===== src/design/tps_pkg.sv =====
// shared types, command codes and helpers for the track position seek controller
// no dependencies

package tps_pkg;

  localparam int unsigned STEP_W = 4;

  localparam logic [2:0] CMD_TICK       = 3'd0;
  localparam logic [2:0] CMD_HALL_A     = 3'd1;
  localparam logic [2:0] CMD_HALL_B     = 3'd2;
  localparam logic [2:0] CMD_TARGET     = 3'd3;
  localparam logic [2:0] CMD_DISCONNECT = 3'd4;

  localparam logic [1:0] REG_MIN_DUTY     = 2'd0;
  localparam logic [1:0] REG_MAX_DUTY     = 2'd1;
  localparam logic [1:0] REG_REVERSE_WAIT = 2'd2;
  localparam logic [1:0] REG_STALL_IVL    = 2'd3;

  localparam logic [9:0]  MIN_DUTY_RST     = 10'd512;
  localparam logic [9:0]  MAX_DUTY_RST     = 10'd800;
  localparam logic [15:0] REVERSE_WAIT_RST = 16'd2000;
  localparam logic [15:0] STALL_IVL_RST    = 16'd1000;

  typedef struct packed {
    logic [9:0]  min_duty;
    logic [9:0]  max_duty;
    logic [15:0] reverse_wait_ms;
    logic [15:0] stall_interval_ms;
  } tps_cfg_t;

  typedef struct packed {
    logic [2:0]         command;
    logic [31:0]        now_ms;
    logic               hall_a_level;
    logic               hall_b_level;
    logic signed [31:0] new_target;
  } tps_item_t;

  typedef struct packed {
    logic               direction_bit;
    logic               over_magnet;
    logic [31:0]        enter_stamp;
    logic [31:0]        dwell_time;
    logic signed [7:0]  pending_delta;
    logic [31:0]        abs_position;
    logic [31:0]        target_position;
    logic [31:0]        prior_position;
    logic [STEP_W-1:0]  speed_step;
    logic               reversing;
    logic [31:0]        reverse_stamp;
    logic [31:0]        speed_stamp;
    logic               report_owed;
    logic [9:0]         pwm_out;
    logic               dir_out;
    logic               led_out;
  } tps_state_t;

  localparam tps_state_t STATE_RST = '{
    direction_bit:   1'b0,
    over_magnet:     1'b0,
    enter_stamp:     32'd0,
    dwell_time:      32'd0,
    pending_delta:   8'sd0,
    abs_position:    32'd0,
    target_position: 32'd0,
    prior_position:  32'd0,
    speed_step:      '0,
    reversing:       1'b0,
    reverse_stamp:   32'd0,
    speed_stamp:     32'd0,
    report_owed:     1'b1,
    pwm_out:         10'd0,
    dir_out:         1'b0,
    led_out:         1'b1
  };

  // saturating one-count move of the pending magnet count
  function automatic logic signed [7:0] pend_bump(input logic signed [7:0] v,
                                                  input logic up);
    logic signed [7:0] r;
    if (up) begin
      r = (v == 8'sd127) ? v : v + 8'sd1;
    end else begin
      r = (v == -8'sd128) ? v : v - 8'sd1;
    end
    return r;
  endfunction

endpackage


===== src/design/tps_inc.sv =====
// per-step duty increment: (max_duty - min_duty) / (SPEED_STEPS - 1), toward zero
// constant divide done as reciprocal multiply, result registered; uses tps_pkg

module tps_inc #(
  parameter int unsigned SPEED_STEPS = 10
) (
  input  logic               clk,
  input  tps_pkg::tps_cfg_t  cfg,
  output logic signed [10:0] inc
);
  import tps_pkg::*;

  localparam int unsigned Div   = SPEED_STEPS - 1;
  localparam int unsigned Shift = 20;
  // ceiling reciprocal, exact for any 10-bit magnitude with divisors below 15
  localparam int unsigned Recip = ((1 << Shift) + Div - 1) / Div;

  logic signed [10:0] diff;
  logic [9:0]         mag;
  logic [30:0]        prod;
  logic [9:0]         quo;

  always_comb begin
    diff = $signed({1'b0, cfg.max_duty}) - $signed({1'b0, cfg.min_duty});
    mag  = diff[10] ? 10'(-diff) : diff[9:0];
    prod = 31'({21'b0, mag} * 31'(Recip));
    quo  = prod[Shift +: 10];
  end

  always_ff @(posedge clk) begin
    inc <= diff[10] ? -$signed({1'b0, quo}) : $signed({1'b0, quo});
  end

endmodule


===== src/design/tps_step.sv =====
// next-state and result logic for one item of the seek controller
// purely combinational; uses tps_pkg

module tps_step #(
  parameter int unsigned SPEED_STEPS = 10
) (
  input  tps_pkg::tps_state_t cur,
  input  tps_pkg::tps_item_t  item,
  input  tps_pkg::tps_cfg_t   cfg,
  input  logic signed [10:0]  inc,
  output tps_pkg::tps_state_t nxt,
  output logic                report_valid
);
  import tps_pkg::*;

  localparam logic [STEP_W-1:0] TopStep = STEP_W'(SPEED_STEPS);

  tps_state_t         s;
  logic               hold;
  logic               moved;
  logic               stalled;
  logic [31:0]        rev_elapsed;
  logic [31:0]        spd_elapsed;
  logic signed [32:0] pos;
  logic signed [32:0] goal;
  logic signed [32:0] remain;

  function automatic logic [9:0] duty_of(input logic [STEP_W-1:0] st);
    logic signed [15:0] acc;
    logic [9:0]         d;
    acc = $signed({6'b0, cfg.min_duty}) +
          $signed({12'b0, st - STEP_W'(1)}) * $signed({{5{inc[10]}}, inc});
    if (st == '0) begin
      d = 10'd0;
    end else if (st >= TopStep) begin
      d = cfg.max_duty;
    end else begin
      d = acc[9:0];
    end
    return d;
  endfunction

  always_comb begin
    s            = cur;
    report_valid = 1'b0;
    hold         = 1'b0;
    moved        = 1'b0;
    stalled      = 1'b0;
    rev_elapsed  = item.now_ms - cur.reverse_stamp;
    spd_elapsed  = item.now_ms - cur.speed_stamp;
    pos          = '0;
    goal         = '0;
    remain       = '0;

    unique case (item.command)
      CMD_TICK: begin
        s.led_out = ~cur.over_magnet;
        if (cur.pending_delta != 8'sd0) begin
          s.abs_position  = cur.abs_position + 32'($signed(cur.pending_delta));
          s.pending_delta = 8'sd0;
          s.report_owed   = 1'b1;
        end
        if (s.report_owed) begin
          report_valid  = 1'b1;
          s.report_owed = 1'b0;
        end

        // end of reversal wait: flip and re-read the hall sensors
        if (cur.reversing) begin
          if (rev_elapsed < {16'b0, cfg.reverse_wait_ms}) begin
            hold = 1'b1;
          end else begin
            s.reversing     = 1'b0;
            s.direction_bit = ~cur.direction_bit;
            if (!cur.direction_bit) begin
              if (cur.over_magnet) begin
                if (!item.hall_a_level) s.over_magnet = 1'b0;
                else s.pending_delta = pend_bump(s.pending_delta, 1'b1);
              end else if (!item.hall_a_level) begin
                if (!item.hall_b_level) s.pending_delta = pend_bump(s.pending_delta, 1'b0);
                else s.over_magnet = 1'b1;
              end
            end else begin
              if (cur.over_magnet) begin
                if (!item.hall_b_level) s.over_magnet = 1'b0;
                else s.pending_delta = pend_bump(s.pending_delta, 1'b0);
              end else if (!item.hall_a_level) begin
                if (!item.hall_b_level) s.pending_delta = pend_bump(s.pending_delta, 1'b1);
                else s.over_magnet = 1'b1;
              end
            end
          end
        end

        if (!hold) begin
          stalled = spd_elapsed > {16'b0, cfg.stall_interval_ms};
          moved   = s.abs_position != cur.prior_position;
          pos     = {s.abs_position[31], s.abs_position};
          goal    = {cur.target_position[31], cur.target_position};
          remain  = s.direction_bit ? pos - goal : goal - pos;
          if (stalled || moved) begin
            if (cur.speed_step == '0 &&
                ((goal > pos && s.direction_bit) || (goal < pos && !s.direction_bit))) begin
              s.reversing     = 1'b1;
              s.reverse_stamp = item.now_ms;
            end else if (goal == pos) begin
              s.speed_step     = '0;
              s.prior_position = s.abs_position;
            end else begin
              s.speed_stamp = item.now_ms;
              if (!moved || remain > $signed({29'b0, cur.speed_step})) begin
                if (cur.speed_step < TopStep) s.speed_step = cur.speed_step + STEP_W'(1);
              end else begin
                s.speed_step = (cur.speed_step <= STEP_W'(1)) ? STEP_W'(1)
                                                               : cur.speed_step - STEP_W'(1);
              end
              if (moved) s.prior_position = s.abs_position;
            end
          end
          s.pwm_out = duty_of(s.speed_step);
          s.dir_out = s.direction_bit;
        end
      end
      CMD_HALL_A: begin
        if (!cur.direction_bit && !cur.over_magnet) begin
          s.over_magnet = 1'b1;
          s.enter_stamp = item.now_ms;
        end else if (cur.direction_bit && cur.over_magnet) begin
          s.over_magnet   = 1'b0;
          s.dwell_time    = item.now_ms - cur.enter_stamp;
          s.pending_delta = pend_bump(cur.pending_delta, 1'b0);
        end
      end
      CMD_HALL_B: begin
        if (cur.direction_bit && !cur.over_magnet) begin
          s.over_magnet = 1'b1;
          s.enter_stamp = item.now_ms;
        end else if (!cur.direction_bit && cur.over_magnet) begin
          s.over_magnet   = 1'b0;
          s.dwell_time    = item.now_ms - cur.enter_stamp;
          s.pending_delta = pend_bump(cur.pending_delta, 1'b1);
        end
      end
      CMD_TARGET: begin
        s.target_position = item.new_target;
      end
      CMD_DISCONNECT: begin
        s.speed_step = '0;
        s.pwm_out    = 10'd0;
        s.dir_out    = cur.direction_bit;
      end
      default: begin
      end
    endcase

    nxt = s;
  end

endmodule


===== src/design/track_position_seek_controller_top.sv =====
// top level of the track position seek controller: config registers, input and
// result registers around the step logic; uses tps_pkg, tps_inc, tps_step
//
//  channel   | handshake             | payload
//  ----------+-----------------------+-----------------------------------------------
//  input     | in_valid / in_stall   | command, now_ms, hall_a_level, hall_b_level,
//            |                       | new_target
//  result    | out_valid / out_stall | pwm_duty, motor_direction, led_level, position,
//            |                       | magnet_dwell_ms, report_valid
//  config    | cfg_we                | cfg_index, cfg_data
//
// one item per cycle unless a stalled result holds the flow; each item waits in the
// input register and its result is then written to the result register
// the step logic between the two registers is combinational
// rst is synchronous; in_stall is held high during reset
// a stalled result keeps its register; the input register still takes one more item

module track_position_seek_controller_top #(
  parameter int unsigned SPEED_STEPS = 10
) (
  input  logic               clk,
  input  logic               rst,
  input  logic               in_valid,
  output logic               in_stall,
  input  logic [2:0]         command,
  input  logic [31:0]        now_ms,
  input  logic               hall_a_level,
  input  logic               hall_b_level,
  input  logic signed [31:0] new_target,
  output logic               out_valid,
  input  logic               out_stall,
  output logic [9:0]         pwm_duty,
  output logic               motor_direction,
  output logic               led_level,
  output logic signed [31:0] position,
  output logic [31:0]        magnet_dwell_ms,
  output logic               report_valid,
  input  logic               cfg_we,
  input  logic [1:0]         cfg_index,
  input  logic [15:0]        cfg_data
);
  import tps_pkg::*;

  tps_cfg_t           cfg;
  tps_item_t          item;
  logic               item_v;
  tps_state_t         st;
  tps_state_t         st_next;
  logic               report_next;
  logic signed [10:0] inc;
  logic               consume;
  logic               accept;

  assign consume  = item_v && (!out_valid || !out_stall);
  assign in_stall = rst || (item_v && !consume);
  assign accept   = in_valid && !in_stall;

  always_ff @(posedge clk) begin
    if (rst) begin
      cfg.min_duty          <= MIN_DUTY_RST;
      cfg.max_duty          <= MAX_DUTY_RST;
      cfg.reverse_wait_ms   <= REVERSE_WAIT_RST;
      cfg.stall_interval_ms <= STALL_IVL_RST;
    end else if (cfg_we) begin
      unique case (cfg_index)
        REG_MIN_DUTY:     cfg.min_duty          <= cfg_data[9:0];
        REG_MAX_DUTY:     cfg.max_duty          <= cfg_data[9:0];
        REG_REVERSE_WAIT: cfg.reverse_wait_ms   <= cfg_data;
        REG_STALL_IVL:    cfg.stall_interval_ms <= cfg_data;
      endcase
    end
  end

  tps_inc #(.SPEED_STEPS(SPEED_STEPS)) u_inc (
    .clk (clk),
    .cfg (cfg),
    .inc (inc)
  );

  tps_step #(.SPEED_STEPS(SPEED_STEPS)) u_step (
    .cur          (st),
    .item         (item),
    .cfg          (cfg),
    .inc          (inc),
    .nxt          (st_next),
    .report_valid (report_next)
  );

  // input register
  always_ff @(posedge clk) begin
    if (rst) begin
      item_v <= 1'b0;
    end else if (accept) begin
      item_v <= 1'b1;
    end else if (consume) begin
      item_v <= 1'b0;
    end
  end

  always_ff @(posedge clk) begin
    if (accept) begin
      item.command      <= command;
      item.now_ms       <= now_ms;
      item.hall_a_level <= hall_a_level;
      item.hall_b_level <= hall_b_level;
      item.new_target   <= new_target;
    end
  end

  // controller state advances once per item, together with the result register
  always_ff @(posedge clk) begin
    if (rst) begin
      st <= STATE_RST;
    end else if (consume) begin
      st <= st_next;
    end
  end

  always_ff @(posedge clk) begin
    if (rst) begin
      out_valid <= 1'b0;
    end else if (consume) begin
      out_valid <= 1'b1;
    end else if (!out_stall) begin
      out_valid <= 1'b0;
    end
  end

  always_ff @(posedge clk) begin
    if (consume) begin
      pwm_duty        <= st_next.pwm_out;
      motor_direction <= st_next.dir_out;
      led_level       <= st_next.led_out;
      position        <= $signed(st_next.abs_position);
      magnet_dwell_ms <= st_next.dwell_time;
      report_valid    <= report_next;
    end
  end

  a_step_range: assert property (@(posedge clk) disable iff (rst)
    st.speed_step <= STEP_W'(SPEED_STEPS))
    else $error("speed step above top step");

  a_reverse_idle: assert property (@(posedge clk) disable iff (rst)
    st.reversing |-> (st.speed_step == '0 && st.pwm_out == 10'd0))
    else $error("motor driven during reversal wait");

  a_no_overrun: assert property (@(posedge clk) disable iff (rst)
    (out_valid && out_stall) |-> !consume)
    else $error("stalled result overwritten");

  a_report_once: assert property (@(posedge clk) disable iff (rst)
    (out_valid && report_valid) |-> !st.report_owed)
    else $error("report still owed after a reported transfer");

  a_input_held: assert property (@(posedge clk) disable iff (rst)
    (item_v && !consume) |=> (item_v && $stable(item)))
    else $error("waiting input item lost");

endmodule

===== config.mk =====
export PLATFORM = sky130hd
export DESIGN_NAME = track_position_seek_controller_top
export DESIGN_NICKNAME = d
export VERILOG_FILES = /design/src/design/tps_pkg.sv /design/src/design/tps_inc.sv /design/src/design/tps_step.sv /design/src/design/track_position_seek_controller_top.sv
export SDC_FILE = /design/constraint.sdc
export NUM_CORES = 2
export LEC_CHECK = 0
export BUFFER_PORTS_ARGS = -buffer_cell sky130_fd_sc_hd__buf_4
export CORE_MARGIN = 1
export CORE_UTILIZATION = 50
export CTS_CLUSTER_SIZE = 14
export DETAILED_ROUTE_END_ITERATION = 8
export PLACE_DENSITY = 0.64
export SYNTH_ARGS = -nofsm -noshare
export SYNTH_HDL_FRONTEND = slang
export SYNTH_HIERARCHICAL = 1
export SYNTH_SLANG_ARGS = --single-unit

===== constraint.sdc =====
create_clock -name clk -period 19.9 [get_ports clk]
set_clock_uncertainty 0.2 [all_clocks]
set_input_delay 2.985 -clock clk [delete_from_list [all_inputs] [get_ports clk]]
set_output_delay 2.985 -clock clk [all_outputs]
set_load 0.02 [all_outputs]

==> results by group <==
Place
  – Gpl congestion: 0.935
  – # port buffers: 170
  – Worst slack, placed: 6.14 ns
  – Post-DP HPWL: 74.2 mm
  – Area after DPL: 41000 µm²

Worst setup path
  – Crit Path Class: register to register
  – FF-to-FF End: st[11]
  – CP max stage delay: 0.71 ns
  – Worst R2R Start: item[38]
  – WP data arrival: 14.25 ns
  – Top delay family on crit path: compound AO/OA/AOI/OAI gates
  – CP Data Required Time: 20.24 ns
  – Worst-path fanout max: 49
  – CP Launch Type: register
  – Critical path's slowest cell: o311ai_2
  – Worst setup EP type: register
  – Buf+Inv Stages, Crit Path: 4
  – R2R depth: 51
  – Reg2reg setup slack: 5.99 ns

Floorplan
  – I/O Pins: 171
  – Die span in x: 282 µm
  – Die Y: 282 µm
  – Core Region: 77500 µm²
  – Die area: 79400 µm²
  – Initial Utilization: 50.5%
  – Row cnt: 102

Timing
  – Final setup TNS: 0 ns
  – Final WS setup: 5.99 ns
  – Max-slew violations: 0
  – RSZ-0062 raised after global routing: false
  – Tmin final: 13.91 ns
  – Fin crit share: 69.9%
  – Max Fclk: 71.9 MHz
  – Max-slew headroom: 25.9%
  – Worst slew pin tran: 1.11 ns
  – Final hold viol count: 0
  – # setup viols final: 0

Yosys
  – Warnings from Yosys: 6
  – Mapped Avg Cell Area: 8.67 µm²
  – Mapped Area: 39200 µm²
  – Mapped Nets: 5014
  – Mapped Cells: 4515

GRT
  – All-Layer GR Usage: 24.7%
  – Vias in the first global route: 29.4k
  – Largest net degree at the start of global routing: 180
  – Initial antenna violation count: 1
  – GRT Residual Overflow: 0
  – Global-route wire length before repair: 159 mm

Drt
  – Detailed-route via count: 31.5k
  – Post-route ant nets: 0
  – Wire per inst: 17.6 µm
  – Drt pass-1 iters: 6
  – Drc violations: 0
  – Total Wirelength: 99.4 mm
  – Via density: 5.57
  – Iter 0 DRT Violations: 2414

Clock network
  – Post-CTS Hold Buffers: 0
  – Worst skew pair latency: 0.65 ns
  – H-tree depth: 2
  – Root buffer cell: clkbuf_16
  – Clock Sinks: 462
  – TritonCTS clock tree: done
  – # Post-CTS Setup Buffers: 0
  – PostCTS Resize Cnt: 0
  – CTS buffer count: 54
  – Clock Tree Buf Depth: 3
  – Clock-pin slew on the worst setup and hold paths: 0.06 ns

Final layout
  – Layout cell share with drive strength beyond 1: 10.0%
  – # diodes: 0
  – Synth-to-layout area growth: 9.69%
  – Total Nets Final: 5063
  – FILL cells: 7213
  – Fin area: 42900 µm²

Worst hold path
  – Worst Hold Launch: cfg[10]
  – Hold Path End: cfg[10]
  – Worst hold path cell count: 2
  – Hold WC Path Type: register to register

Run status
  – Outcome: finished, final reports clean

Pwr
  – P per Cell Area: 110 nW/µm²
  – Pleak: 0.0176 µW
  – Max IR drop VDD: 453 µV

Job
  – Max Cap Viol: 0
[worst register-to-register path, delay by kind of cell, from the launching register on]
family,cells,cell delay (ns)
AO/OA/AOI/OAI,21,4.78
flip-flops,1,0.48
adder cells (fa/ha/maj),8,3.27
multiplexers,3,0.78
XOR/XNOR,5,1.00
buffers and inverters,4,0.89
AND/OR/NAND/NOR,10,2.42
[flip-flops by register name, summed over array words and instances, names as in the netlist]
signal,flops
position,32
u_inc/inc,10
item_v,1
motor_direction,1
item,69
st,252
out_valid,1
led_level,1
cfg,52
magnet_dwell_ms,32
pwm_duty,10
report_valid,1
[metal layers]
metal	part of all wire (%)	wire (µm)	up-vias	global-route usage, %
li1	-	-	15700	-
met1	51	50300	14900	37.3
met2	43	42500	721	37.8
met3	4.9	4910	102	2.32
met4	1.7	1670	0	5.23
met5	0	0	-	0
[power by group]
| part | switching (µW) | leakage [µW] | internal (µW) |
|---|---|---|---|
| Clock | 442 | 0.000952 | 668 |
| Sequential | 30.4 | 0.00393 | 1020 |
| Combinational | 1460 | 0.0127 | 1100 |
| Total | 1930 | 0.0176 | 2780 |
[final cells by class]
| type | instances | area, µm² | area share [%] |
|---|---|---|---|
| flip-flops and latches | 462 | 10700 | 24.9 |
| repair buffers | 204 | 1550 | 3.61 |
| inverters | 408 | 1530 | 3.57 |
| clock inverters | 32 | 487 | 1.13 |
| clock buffers | 69 | 1500 | 3.49 |
| multi-input cells | 3434 | 25900 | 60.2 |
| well taps | 1040 | 1300 | 3.03 |
[cells in the final DEF, fill, tap and decap left out, drive strengths merged, types with 16 or more instances in the layout]
cell type,count
nand4,45
fa,63
clkbuf,69
xor2,89
nand2b,591
nor2b,45
mux2i,368
o31ai,24
xnor2,124
o21bai,17
inv,412
mux2,103
nor4,28
nand2,314
ha,344
o211ai,16
and3,25
a21oi,217
or3,18
nor2,188
edfxtp,146
and2,36
nand3,57
o21a,27
a211oi,24
buf,204
or2,19
nor3,58
a21o,94
o21ai,264
dfxtp,316
a31oi,28
[metrics by stage]
| step | hold WS [ns] | utilization [%] | std cells | power [µW] |
|---|---|---|---|---|
| finish | 0.273 | 55.4 | 5649 | 4710 |
| detailed placement | 0.261 | 52.9 | 5548 | 3600 |
| CTS | 0.274 | 55.4 | 5649 | 4740 |
| global placement | 0.256 | 52.9 | 5548 | 3580 |
| global route | 0.287 | 55.4 | 5649 | 5150 |
| floorplan | 0.245 | - | 4515 | 3040 |
[worst max-delay path by stage]
stage          startpoint  slack [ns]  endpoint  cells past startpoint
2_1_floorplan    item[38]        7.90    st[11]                     53
3_3_place_gp     item[38]        6.50    st[11]                     53
3_5_place_dp     item[38]        6.14    st[11]                     51
4_1_cts          item[38]        6.10    st[11]                     51
5_1_grt          item[38]        4.95    st[11]                     51
6_report         item[38]        5.99    st[11]                     51
Power figures use the tool's default switching activity.
